## src/ehalloc_pkg.sv

```systemverilog
`timescale 1ns / 1ps
`default_nettype none

package ehalloc_pkg;

    localparam int MAX_HANDLES = 64;
    localparam int MASK_BITS   = 32;
    localparam int ID_W        = $clog2(MAX_HANDLES);
    localparam int CNT_W       = ID_W + 1;

    localparam logic [1:0] FUNC_ALLOC = 2'd0;
    localparam logic [1:0] FUNC_FREE  = 2'd1;
    localparam logic [1:0] FUNC_SET   = 2'd2;
    localparam logic [1:0] FUNC_CLEAR = 2'd3;

    localparam logic [1:0] ST_OK     = 2'd0;
    localparam logic [1:0] ST_FULL   = 2'd1;
    localparam logic [1:0] ST_ABSENT = 2'd2;

    typedef struct packed {
        logic [1:0]           status;
        logic [ID_W-1:0]      handle;
        logic [ID_W-1:0]      slot;
        logic [CNT_W-1:0]     live;
        logic [MASK_BITS-1:0] mask;
    } result_t;

endpackage

`default_nettype wire

```

## src/entity_handle_allocator_unit.sv

```systemverilog
`timescale 1ns / 1ps
`default_nettype none

// Handle allocator over a dense table. Allocate hands out the first id of the free pool and
// records it with its mask at the next dense slot; free moves the last dense entry into the
// hole and returns the id to the pool; set and clear update a live handle's mask. Requests
// are taken one at a time: in_stall is high from the accepting edge until the result has
// been loaded into the output register. After the read state, allocate and free pass through
// the write-back state and set and clear through the mask state, from which the result is
// registered when the output is not stalled, else it waits in the output state; a full table
// or an absent handle answers from the read state. The read state writes the tables after
// their synchronous read, and the write-back state makes a second write to the pool tables for
// the swap (one write port each). After reset the tables need no clearing pass: per-entry
// flags in flip-flops stand in for the reset contents of the pool and of its inverse.
module entity_handle_allocator_unit
    import ehalloc_pkg::*;
(
    input  wire logic                 clk,
    input  wire logic                 rst_n,
    input  wire logic                 in_valid,
    output logic                      in_stall,
    input  wire logic [1:0]           func,
    input  wire logic [ID_W-1:0]      entity_id,
    input  wire logic [MASK_BITS-1:0] component_mask,
    output logic                      out_valid,
    input  wire logic                 out_stall,
    output logic [1:0]                status,
    output logic [ID_W-1:0]           handle_out,
    output logic [ID_W-1:0]           dense_slot,
    output logic [CNT_W-1:0]          live_count,
    output logic [MASK_BITS-1:0]      mask_out
);

    localparam logic [2:0] S_IDLE = 3'd0;
    localparam logic [2:0] S_READ = 3'd1;
    localparam logic [2:0] S_WB   = 3'd2;
    localparam logic [2:0] S_MASK = 3'd3;
    localparam logic [2:0] S_OUT  = 3'd4;

    localparam logic [CNT_W-1:0] LIVE_MAX = CNT_W'(MAX_HANDLES);

    // table memories
    logic [ID_W-1:0]      pool_mem [MAX_HANDLES];
    logic [ID_W-1:0]      ppos_mem [MAX_HANDLES];
    logic [ID_W-1:0]      itos_mem [MAX_HANDLES];
    logic [ID_W-1:0]      stoi_mem [MAX_HANDLES];
    logic [MASK_BITS-1:0] mask_mem [MAX_HANDLES];

    logic [MAX_HANDLES-1:0] pool_set_reg, pool_set_next;
    logic [MAX_HANDLES-1:0] ppos_set_reg, ppos_set_next;
    logic [MAX_HANDLES-1:0] live_bit_reg, live_bit_next;

    logic [2:0]           state_reg, state_next;
    logic [CNT_W-1:0]     live_reg, live_next;
    logic [1:0]           func_reg;
    logic [ID_W-1:0]      eid_reg;
    logic [MASK_BITS-1:0] cm_reg;
    logic [ID_W-1:0]      addr_a_reg;
    logic [ID_W-1:0]      addr_b_reg;
    logic [ID_W-1:0]      hold_a_reg;
    logic [ID_W-1:0]      hold_b_reg;
    logic [ID_W-1:0]      slot_reg;
    result_t              pend_reg;
    result_t              out_reg;
    logic                 out_valid_reg;

    // read data
    logic [ID_W-1:0]      pool_a_rd_reg, pool_b_rd_reg, ppos_rd_reg, itos_rd_reg, stoi_rd_reg;
    logic                 pool_a_hit_reg, pool_b_hit_reg, ppos_hit_reg;
    logic [MASK_BITS-1:0] mask_rd_reg;

    logic [ID_W-1:0]      addr_a_in, addr_b_in, last_slot_in, live_slot, mask_ra;
    logic [ID_W-1:0]      pool_a_val, pool_b_val, pos_val;
    logic                 accept, out_free, present, full;
    logic                 done, out_load;
    result_t              res, out_data;
    logic [MASK_BITS-1:0] new_mask;

    logic                 pool_we, ppos_we, itos_we, stoi_we, mask_we;
    logic [ID_W-1:0]      pool_wa, pool_wd, ppos_wa, ppos_wd, itos_wa, itos_wd;
    logic [ID_W-1:0]      stoi_wa, stoi_wd, mask_wa;
    logic [MASK_BITS-1:0] mask_wd;
    logic                 bit_set_we, bit_clr_we;
    logic [ID_W-1:0]      bit_set_a, bit_clr_a;

    assign accept       = in_valid && (state_reg == S_IDLE);
    assign in_stall     = (state_reg != S_IDLE);
    assign out_free     = !out_valid_reg || !out_stall;
    assign live_slot    = live_reg[ID_W-1:0];
    assign last_slot_in = ID_W'(live_reg - CNT_W'(1));
    assign addr_a_in    = (func == FUNC_ALLOC) ? '0 : ID_W'(LIVE_MAX - live_reg);
    assign addr_b_in    = ID_W'(LIVE_MAX - live_reg - CNT_W'(1));
    assign mask_ra      = (state_reg == S_IDLE) ? last_slot_in : itos_rd_reg;

    assign pool_a_val = pool_a_hit_reg ? pool_a_rd_reg : addr_a_reg;
    assign pool_b_val = pool_b_hit_reg ? pool_b_rd_reg : addr_b_reg;
    assign pos_val    = ppos_hit_reg ? ppos_rd_reg : eid_reg;
    assign present    = live_bit_reg[eid_reg];
    assign full       = (live_reg == LIVE_MAX);
    assign new_mask   = (func_reg == FUNC_SET) ? (mask_rd_reg | cm_reg) : (mask_rd_reg & ~cm_reg);

    always_comb
    begin
        state_next    = state_reg;
        live_next     = live_reg;
        pool_set_next = pool_set_reg;
        ppos_set_next = ppos_set_reg;
        live_bit_next = live_bit_reg;
        res           = '0;
        done          = 1'b0;
        out_load      = 1'b0;
        out_data      = pend_reg;
        pool_we = 1'b0; pool_wa = '0; pool_wd = '0;
        ppos_we = 1'b0; ppos_wa = '0; ppos_wd = '0;
        itos_we = 1'b0; itos_wa = '0; itos_wd = '0;
        stoi_we = 1'b0; stoi_wa = '0; stoi_wd = '0;
        mask_we = 1'b0; mask_wa = '0; mask_wd = '0;
        bit_set_we = 1'b0; bit_set_a = '0;
        bit_clr_we = 1'b0; bit_clr_a = '0;

        unique case (state_reg)
            S_IDLE:
            begin
                if (accept)
                begin
                    state_next = S_READ;
                end
            end
            S_READ:
            begin
                if (func_reg == FUNC_ALLOC)
                begin
                    if (full)
                    begin
                        res  = '{status: ST_FULL, handle: '0, slot: '0, live: live_reg, mask: '0};
                        done = 1'b1;
                    end
                    else
                    begin
                        pool_we = 1'b1; pool_wa = addr_a_reg; pool_wd = pool_b_val;
                        ppos_we = 1'b1; ppos_wa = pool_b_val; ppos_wd = addr_a_reg;
                        itos_we = 1'b1; itos_wa = pool_a_val; itos_wd = live_slot;
                        stoi_we = 1'b1; stoi_wa = live_slot;  stoi_wd = pool_a_val;
                        mask_we = 1'b1; mask_wa = live_slot;  mask_wd = cm_reg;
                        bit_set_we = 1'b1; bit_set_a = pool_a_val;
                        live_next  = live_reg + CNT_W'(1);
                        state_next = S_WB;
                    end
                end
                else if (!present)
                begin
                    res  = '{status: ST_ABSENT, handle: eid_reg, slot: '0, live: live_reg, mask: '0};
                    done = 1'b1;
                end
                else if (func_reg == FUNC_FREE)
                begin
                    // last dense entry moves into the hole
                    itos_we = 1'b1; itos_wa = stoi_rd_reg; itos_wd = itos_rd_reg;
                    stoi_we = 1'b1; stoi_wa = itos_rd_reg; stoi_wd = stoi_rd_reg;
                    mask_we = 1'b1; mask_wa = itos_rd_reg; mask_wd = mask_rd_reg;
                    bit_set_we = 1'b1; bit_set_a = stoi_rd_reg;
                    bit_clr_we = 1'b1; bit_clr_a = eid_reg;
                    pool_we = 1'b1; pool_wa = addr_a_reg; pool_wd = eid_reg;
                    ppos_we = 1'b1; ppos_wa = eid_reg;    ppos_wd = addr_a_reg;
                    live_next  = live_reg - CNT_W'(1);
                    state_next = S_WB;
                end
                else
                begin
                    state_next = S_MASK;
                end
            end
            S_WB:
            begin
                // second half of the pool swap
                pool_we = 1'b1; pool_wa = hold_b_reg; pool_wd = hold_a_reg;
                ppos_we = 1'b1; ppos_wa = hold_a_reg; ppos_wd = hold_b_reg;
                if (func_reg == FUNC_ALLOC)
                begin
                    res = '{status: ST_OK, handle: hold_a_reg, slot: slot_reg,
                            live: live_reg, mask: cm_reg};
                end
                else
                begin
                    res = '{status: ST_OK, handle: eid_reg, slot: '0, live: live_reg, mask: '0};
                end
                done = 1'b1;
            end
            S_MASK:
            begin
                mask_we = 1'b1; mask_wa = slot_reg; mask_wd = new_mask;
                res  = '{status: ST_OK, handle: eid_reg, slot: slot_reg,
                         live: live_reg, mask: new_mask};
                done = 1'b1;
            end
            S_OUT:
            begin
                if (out_free)
                begin
                    out_load   = 1'b1;
                    state_next = S_IDLE;
                end
            end
            default:
            begin
                state_next = S_IDLE;
            end
        endcase

        if (done)
        begin
            if (out_free)
            begin
                out_load   = 1'b1;
                out_data   = res;
                state_next = S_IDLE;
            end
            else
            begin
                state_next = S_OUT;
            end
        end

        if (pool_we)
        begin
            pool_set_next[pool_wa] = 1'b1;
        end
        if (ppos_we)
        begin
            ppos_set_next[ppos_wa] = 1'b1;
        end
        if (bit_set_we)
        begin
            live_bit_next[bit_set_a] = 1'b1;
        end
        if (bit_clr_we)
        begin
            live_bit_next[bit_clr_a] = 1'b0;
        end
    end

    always_ff @(posedge clk or negedge rst_n)
    begin
        if (!rst_n)
        begin
            state_reg     <= S_IDLE;
            live_reg      <= '0;
            pool_set_reg  <= '0;
            ppos_set_reg  <= '0;
            live_bit_reg  <= '0;
            out_valid_reg <= 1'b0;
        end
        else
        begin
            state_reg    <= state_next;
            live_reg     <= live_next;
            pool_set_reg <= pool_set_next;
            ppos_set_reg <= ppos_set_next;
            live_bit_reg <= live_bit_next;
            if (out_load)
            begin
                out_valid_reg <= 1'b1;
            end
            else if (!out_stall)
            begin
                out_valid_reg <= 1'b0;
            end
        end
    end

    always_ff @(posedge clk)
    begin
        if (accept)
        begin
            func_reg   <= func;
            eid_reg    <= entity_id;
            cm_reg     <= component_mask;
            addr_a_reg <= addr_a_in;
            addr_b_reg <= addr_b_in;
        end
        if (state_reg == S_READ)
        begin
            hold_a_reg <= pool_a_val;
            hold_b_reg <= (func_reg == FUNC_ALLOC) ? addr_b_reg : pos_val;
            slot_reg   <= (func_reg == FUNC_ALLOC) ? live_slot : itos_rd_reg;
        end
        if (done && !out_free)
        begin
            pend_reg <= res;
        end
        if (out_load)
        begin
            out_reg <= out_data;
        end
    end

    // pool and its inverse
    always_ff @(posedge clk)
    begin
        if (pool_we)
        begin
            pool_mem[pool_wa] <= pool_wd;
        end
        if (state_reg == S_IDLE)
        begin
            pool_a_rd_reg  <= pool_mem[addr_a_in];
            pool_b_rd_reg  <= pool_mem[addr_b_in];
            pool_a_hit_reg <= pool_set_reg[addr_a_in];
            pool_b_hit_reg <= pool_set_reg[addr_b_in];
        end
    end

    always_ff @(posedge clk)
    begin
        if (ppos_we)
        begin
            ppos_mem[ppos_wa] <= ppos_wd;
        end
        if (state_reg == S_IDLE)
        begin
            ppos_rd_reg  <= ppos_mem[entity_id];
            ppos_hit_reg <= ppos_set_reg[entity_id];
        end
    end

    // sparse and dense maps
    always_ff @(posedge clk)
    begin
        if (itos_we)
        begin
            itos_mem[itos_wa] <= itos_wd;
        end
        if (state_reg == S_IDLE)
        begin
            itos_rd_reg <= itos_mem[entity_id];
        end
    end

    always_ff @(posedge clk)
    begin
        if (stoi_we)
        begin
            stoi_mem[stoi_wa] <= stoi_wd;
        end
        if (state_reg == S_IDLE)
        begin
            stoi_rd_reg <= stoi_mem[last_slot_in];
        end
    end

    always_ff @(posedge clk)
    begin
        if (mask_we)
        begin
            mask_mem[mask_wa] <= mask_wd;
        end
        if ((state_reg == S_IDLE) || (state_reg == S_READ))
        begin
            mask_rd_reg <= mask_mem[mask_ra];
        end
    end

    assign out_valid  = out_valid_reg;
    assign status     = out_reg.status;
    assign handle_out = out_reg.handle;
    assign dense_slot = out_reg.slot;
    assign live_count = out_reg.live;
    assign mask_out   = out_reg.mask;

endmodule

`default_nettype wire
```

## config.mk

```make
export PLATFORM = sky130hd
export DESIGN_NAME = entity_handle_allocator_unit
export DESIGN_NICKNAME = d
export VERILOG_FILES = /design/src/ehalloc_pkg.sv /design/src/entity_handle_allocator_unit.sv
export SDC_FILE = /design/constraint.sdc
export NUM_CORES = 2
export LEC_CHECK = 0
export BUFFER_PORTS_ARGS = -buffer_cell sky130_fd_sc_hd__buf_2
export CORE_ASPECT_RATIO = 1.1
export CORE_MARGIN = 5
export CORE_UTILIZATION = 45
export CTS_CLUSTER_DIAMETER = 120
export CTS_CLUSTER_SIZE = 10
export DETAILED_ROUTE_END_ITERATION = 8
export PLACE_DENSITY = 0.65
export SLEW_MARGIN = 25
export SYNTH_ARGS = -nofsm -noshare
export SYNTH_HDL_FRONTEND = slang
export SYNTH_SLANG_ARGS = --single-unit
```

## constraint.sdc

```tcl
create_clock -name clk -period 6.5 [get_ports clk]
set_input_delay 0.65 -clock clk [delete_from_list [all_inputs] [get_ports clk]]
set_output_delay 0.65 -clock clk [all_outputs]
set_load 0.01 [all_outputs]
```

* Word level (Yosys, flattened, before mapping)
Memories as Yosys holds them, arrays and structs flattened. A register that Yosys moved wholly into a read port is not among the register bits. Cells that the tools add are included.
Word-level totals: memory bits (writable) 3584, input port bits 44, output and inout port bits 55, logic and storage cells 189, register bits after elaboration 382, memories 5
Memories:
- mask_mem | words 64, bits a word 32, rd ports 1, clocked after memory_dff 1, write ports 1, RTL line entity_handle_allocator_unit.sv:47 | logic [MASK_BITS-1:0] mask_mem [MAX_HANDLES];
- itos_mem | words 64, bits a word 6, rd ports 1, clocked after memory_dff 1, write ports 1, RTL line entity_handle_allocator_unit.sv:45 | logic [ID_W-1:0] itos_mem [MAX_HANDLES];
- pool_mem | words 64, bits a word 6, rd ports 2, clocked after memory_dff 2, write ports 1, RTL line entity_handle_allocator_unit.sv:43 | logic [ID_W-1:0] pool_mem [MAX_HANDLES];
- ppos_mem | words 64, bits a word 6, rd ports 1, clocked after memory_dff 1, write ports 1, RTL line entity_handle_allocator_unit.sv:44 | logic [ID_W-1:0] ppos_mem [MAX_HANDLES];
- stoi_mem | words 64, bits a word 6, rd ports 1, clocked after memory_dff 1, write ports 1, RTL line entity_handle_allocator_unit.sv:46 | logic [ID_W-1:0] stoi_mem [MAX_HANDLES];
Cells by class: bitwise logic cells 8, multiplexer cells 99, add/subtract/negate cells 4, equal/unequal tests 14, reductions and logical operators 20, order comparisons 12
Operator list (count):
- 53-bit 2-to-1 mux | 4
- 64-bit OR | 3
- 6-bit 2-to-1 mux | 27
- 32-bit 2-to-1 mux | 5
- 53-bit one-hot mux with 3 select lines | 1
- 64-bit 2-to-1 mux | 2
- 64-bit AND | 1
- 64-bit inverter | 1
- 32-bit one-hot mux with 2 select lines | 1
- 6-bit by 7-bit less-than comparator with 1-bit output, second input constant | 8
- 52-bit 2-to-1 mux | 1
- 51-bit 2-to-1 mux | 1
- 6-bit one-hot mux with 2 select lines | 3
- 32-bit AND | 1
- 32-bit inverter | 1
- 32-bit OR | 1
- 1-bit 2-to-1 mux | 31
- 7-bit 2-to-1 mux | 4
- 1-bit binary-select mux with 6-bit select | 4
- 1-bit demux with 6-bit select | 4
- 6-bit by 1-bit >= comparator with 1-bit output, second input constant | 4
- 3-bit 2-to-1 mux | 7
- 3-bit one-hot mux with 4 select lines | 1
- 4-bit inequality test, second input constant | 2
- 24 further kinds | 39

* Longest topological paths before layout
word-level depth 13, gate-level depth with buffers 18, gate-level depth less buffers 12

* Least setup slack after synthesis
No wires, ideal clock.
path type register to register, from reg state_reg[2], to mem mask_mem[38][0], enable pin, path slack -0.216 ns, clock period less this slack 6.716 ns, setup time 0.421 ns, arrival 6.295 ns, path buffers 2, required time 6.079 ns, stages on the path, launching flop included 11, cells stage by stage dfrtp_1 -> nor2_1 -> nand2_1 -> nor2_1 -> nand3_2 -> buf_4 -> a31oi_2 -> a21oi_1 -> or3_1 -> clkbuf_1 -> nor2_1
Between the ends: cells in the longest elaborated chain, start to end 4, elaborated cells between the ends (all ways) 6, those cells by class 2 x eq/ne; 4 x mux
RTL lines:
- from (decl) | RTL line entity_handle_allocator_unit.sv:53 | logic [2:0] state_reg, state_next;
- from (signal assigned) | RTL line entity_handle_allocator_unit.sv:255 | state_reg <= state_next;
- 3-bit by 2-bit equality test with 1-bit output or 3-bit by 1-bit equality test with 1-bit output (tied branches) | RTL line entity_handle_allocator_unit.sv:121 | unique case (state_reg)
- 1-bit one-hot mux with 2 select lines | RTL line entity_handle_allocator_unit.sv:121
- 1-bit 2-to-1 mux | RTL line entity_handle_allocator_unit.sv:353 | if (mask_we)
- 1-bit 2-to-1 mux (implied by the code) | RTL line entity_handle_allocator_unit.sv:355 | mask_mem[mask_wa] <= mask_wd;
- to (decl) | RTL line entity_handle_allocator_unit.sv:47
Parallel ways exist; a longest one is shown, timed or not.

* Final worst setup path
from reg eid_reg[1], to mem mask_mem[39][18], enable pin
Between the ends: cells in the longest elaborated chain, start to end 7, elaborated cells between the ends (all ways) 10, those cells by class 10 x mux
RTL lines:
- from (decl) | RTL line entity_handle_allocator_unit.sv:56 | logic [ID_W-1:0] eid_reg;
- from (signal assigned) | RTL line entity_handle_allocator_unit.sv:276 | eid_reg <= entity_id;
- 1-bit binary-select mux with 6-bit select * | RTL line entity_handle_allocator_unit.sv:98 | assign present = live_bit_reg[eid_reg];
- 1-bit 2-to-1 mux (implied by the code) * | RTL line entity_handle_allocator_unit.sv:98
- 1-bit 2-to-1 mux | RTL line entity_handle_allocator_unit.sv:150 | else if (!present)
- 1-bit 2-to-1 mux | RTL line entity_handle_allocator_unit.sv:131 | if (func_reg == FUNC_ALLOC)
- 1-bit one-hot mux with 2 select lines | RTL line entity_handle_allocator_unit.sv:121
- 1-bit 2-to-1 mux | RTL line entity_handle_allocator_unit.sv:353
- 1-bit 2-to-1 mux (implied by the code) | RTL line entity_handle_allocator_unit.sv:355
Mark *: on every way between the ends. The rest lies on a longest branch, timed or not. The select of a mux whose other input is x is not followed.

==> results.tsv <==
metric	value	unit
synth.yosys.seq_area_share	0.740	
worst_ep_arrival_time	6.01	ns
preCtsSetupSlack	1.21	ns
grt_first_pass_wirelength	612000	µm
postCtsSetupBuffers	0	
synthesis_to_layout_area_growth	13.4	%
drt_iter0_drc	9158	
worst_setup_path_start_kind	flip-flop	
vias_per_cell	6.21	
grt_start_max_net_pins	118	
routed-via-count	83088	
yosys_register_bits	4028	
setup-tns-final	0	ns
async_flop_share	0.0504	
routed_wl	418000	µm
netlist-cell-type-count	81	
number_of_top_level_pins	99	
setup_viol_count_final	0	
route.detailed.drc	0	
crit_path_end_kind	flip-flop	
report.final.slew_viol_count	0	
synthMostInstantiatedCell	sky130_fd_sc_hd__edfxtp_1	
finish.utilization	0.512	
grt_antenna_before_repair	17	
pwr_dens	496	nW/µm²
max_clock_freq	185	MHz
synth-edff-count	3825	
place.gp.congestion	0.913	
finalHoldViolCount	0	
irDropWorstVdd	0.000479	V
grt-ovfl-total	0	
synth_area_leader_cell	sky130_fd_sc_hd__edfxtp_1	
chipHeight	639	µm
regMostFlops	mask_mem	
crit_required	7.11	ns
coreArea	359000	µm²
pwr_total	91100	µW
holdCritPathClass	in -> reg	
rsz0062_at_grt	false	
timing_worst_setup_path_type	reg -> reg	
clk_pin_slew_worst_setup_hold_paths	0.06	ns
clockBufferDepth	4	
clock_tree.htree_level_count	5	
clkLatencyLatePin	0.97	ns
die_area	372000	µm²
grt_pass1_vias	85581	
mappedNetlistNets	8033	
yosys_warnings	0	
quantity_of_gates_resized_following_cts	0	
layout.nets	8489	
routedWlPerCell	31.3	µm
run_status	finished clean	
post_synth.cell_area_avg	20.3	µm²
gr-usage-all-layers	0.222	
cell_types_with_the_largest_area_share_after_synthesis	sky130_fd_sc_hd__edfxtp_1 (71%), sky130_fd_sc_hd__mux4_2 (15%), sky130_fd_sc_hd__dfrtp_1 (3.1%)	
cts_num_sinks	4028	
synth.cells.most_frequent	sky130_fd_sc_hd__edfxtp_1 (3825), sky130_fd_sc_hd__mux4_2 (1088), sky130_fd_sc_hd__clkbuf_1 (285)	
syn_area	162000	µm²
effective_utilization_at_floorplan	0.451	
final.period_utilization	0.832	
drv_cap	0	
cts_hold_repair_buffers	25	
slew_headroom	0.232	
yosys.area.top_type_share	0.709	
post_route_cells_drive_above_1_share	0.280	
timing_worst_slew_pin_value	1.14	ns
die_w	582	µm
antenna_violation_net_count_after_detailed_routing	0	
worst_slack	1.09	ns
synth_ff_type	sky130_fd_sc_hd__edfxtp_1	
placement.io_buffers	98	
cts_tree	yes	
post_synth_inst_count	7987	
post-route-min-period	5.41	ns
dp.final_hpwl	265000	µm
drt_pre_antenna_iters	6	
holdWs	0.0897	ns
cts_buffers	441	
placementRows	231	
critical_path_peak_fanout	66	
power.static_leakage	0.0594	µW
largest_register_ff_count	2048	
root_buffer	sky130_fd_sc_hd__clkbuf_16	
worst_clock_skew	0.0921	ns
per-stage QoR:
stage / instances / area [µm²]
after floorplan: 7987 / 162000
after global placement: 12738 / 171000
after detailed placement: 12746 / 171000
after CTS: 13361 / 184000
after global routing: 13369 / 184000
final: 13373 / 184000
cell type report:
cell class              instances  area, µm²
multi-input cells            3410      41100
fillers                     27846     175000
clock buffers                 566      11600
repair buffers                525       4570
inverters                      37        141
diodes                          7       17.5
clock inverters                24        509
flip-flops and latches       4028     120000
well taps                    4776       5980
report_power, final:
| part | leakage, µW | switching, µW | internal [µW] | total [µW] |
|---|---|---|---|---|
| logic | 0.0154 | 22000 | 14500 | 36400 |
| clock network | 0.00583 | 9550 | 12300 | 21900 |
| registers | 0.0382 | 949 | 31800 | 32800 |
critical path, cell delays in order (launching register included):
cell and delay (ns):
sky130_fd_sc_hd__edfxtp_1 0.56, sky130_fd_sc_hd__and2_1 0.39, sky130_fd_sc_hd__a22oi_1 0.24, sky130_fd_sc_hd__a21oi_1 0.13
sky130_fd_sc_hd__a211oi_2 0.32, sky130_fd_sc_hd__nand3_2 0.32, sky130_fd_sc_hd__nand2_1 0.25, sky130_fd_sc_hd__o21ai_1 0.17
sky130_fd_sc_hd__inv_2 0.18, sky130_fd_sc_hd__buf_4 0.64, sky130_fd_sc_hd__o2111ai_2 0.64, sky130_fd_sc_hd__nor2_4 0.90
sky130_fd_sc_hd__buf_4 0.30
placed cells by master (no fill, tap or decap), types with 22 or more instances in the layout:
master	synthesis	final
sky130_fd_sc_hd__or3_1	24	23
sky130_fd_sc_hd__a21o_1	22	22
sky130_fd_sc_hd__nor2_4	0	67
sky130_fd_sc_hd__nor3_1	64	52
sky130_fd_sc_hd__nor2_1	271	198
sky130_fd_sc_hd__a211oi_1	252	252
sky130_fd_sc_hd__nor2b_1	144	143
sky130_fd_sc_hd__edfxtp_1	3825	3825
sky130_fd_sc_hd__clkbuf_1	285	122
sky130_fd_sc_hd__and2_1	43	41
sky130_fd_sc_hd__mux4_2	1088	1088
sky130_fd_sc_hd__nor4_1	39	39
sky130_fd_sc_hd__mux2i_1	220	220
sky130_fd_sc_hd__o22a_1	46	45
sky130_fd_sc_hd__o221ai_1	35	35
sky130_fd_sc_hd__dlygate4sd3_1	0	25
sky130_fd_sc_hd__dfrtp_1	203	201
sky130_fd_sc_hd__buf_2	141	94
sky130_fd_sc_hd__buf_12	0	44
sky130_fd_sc_hd__or2_1	22	22
sky130_fd_sc_hd__or2_2	32	32
sky130_fd_sc_hd__buf_4	20	346
sky130_fd_sc_hd__nand2_1	242	236
sky130_fd_sc_hd__a21oi_1	201	195
sky130_fd_sc_hd__nor3_2	16	28
sky130_fd_sc_hd__o21bai_1	65	65
sky130_fd_sc_hd__a311oi_1	29	29
sky130_fd_sc_hd__mux2_2	83	83
sky130_fd_sc_hd__a22oi_1	36	34
sky130_fd_sc_hd__clkbuf_16	0	444
sky130_fd_sc_hd__o21ai_0	134	129
sky130_fd_sc_hd__nand3_1	64	62
cells by family after synthesis:
logic type | after synthesis | share of synthesized area
flip-flops | 4028 | 0.740
multiplexers | 1396 | 0.171
AND/OR/NAND/NOR | 1025 | 0.0317
AO/OA/AOI/OAI | 969 | 0.0412
buffers and inverters | 549 | 0.0146
XOR/XNOR | 18 | 0.00111
adder cells (fa/ha/maj) | 2 | 0.000154
final timing paths:
kind	endpoint	startpoint	depth (start not counted)	slack (ns)
setup / recovery	mask_mem[39][18]	eid_reg[1]	12	1.09
hold / removal	cm_reg[29]	component_mask[29]	1	0.09
setup reg to reg	mask_mem[39][18]	eid_reg[1]	12	1.09
hold reg to reg	ppos_set_reg[53]	ppos_set_reg[53]	1	0.47
max in group asynchronous	live_bit_reg[61]	rst_n	3	4.88
min in group asynchronous	pool_set_reg[0]	rst_n	2	0.26
metal layers:
layer / global-route usage / vias to the layer above / wire length [µm]
li1: - / 34124 / -
met1: 0.300 / 44357 / 161000
met2: 0.371 / 3915 / 210000
met3: 0.0374 / 690 / 33000
met4: 0.0704 / 2 / 14300
met5: 0 / - / 13
No activity file was read; power rests on OpenSTA's default activity.
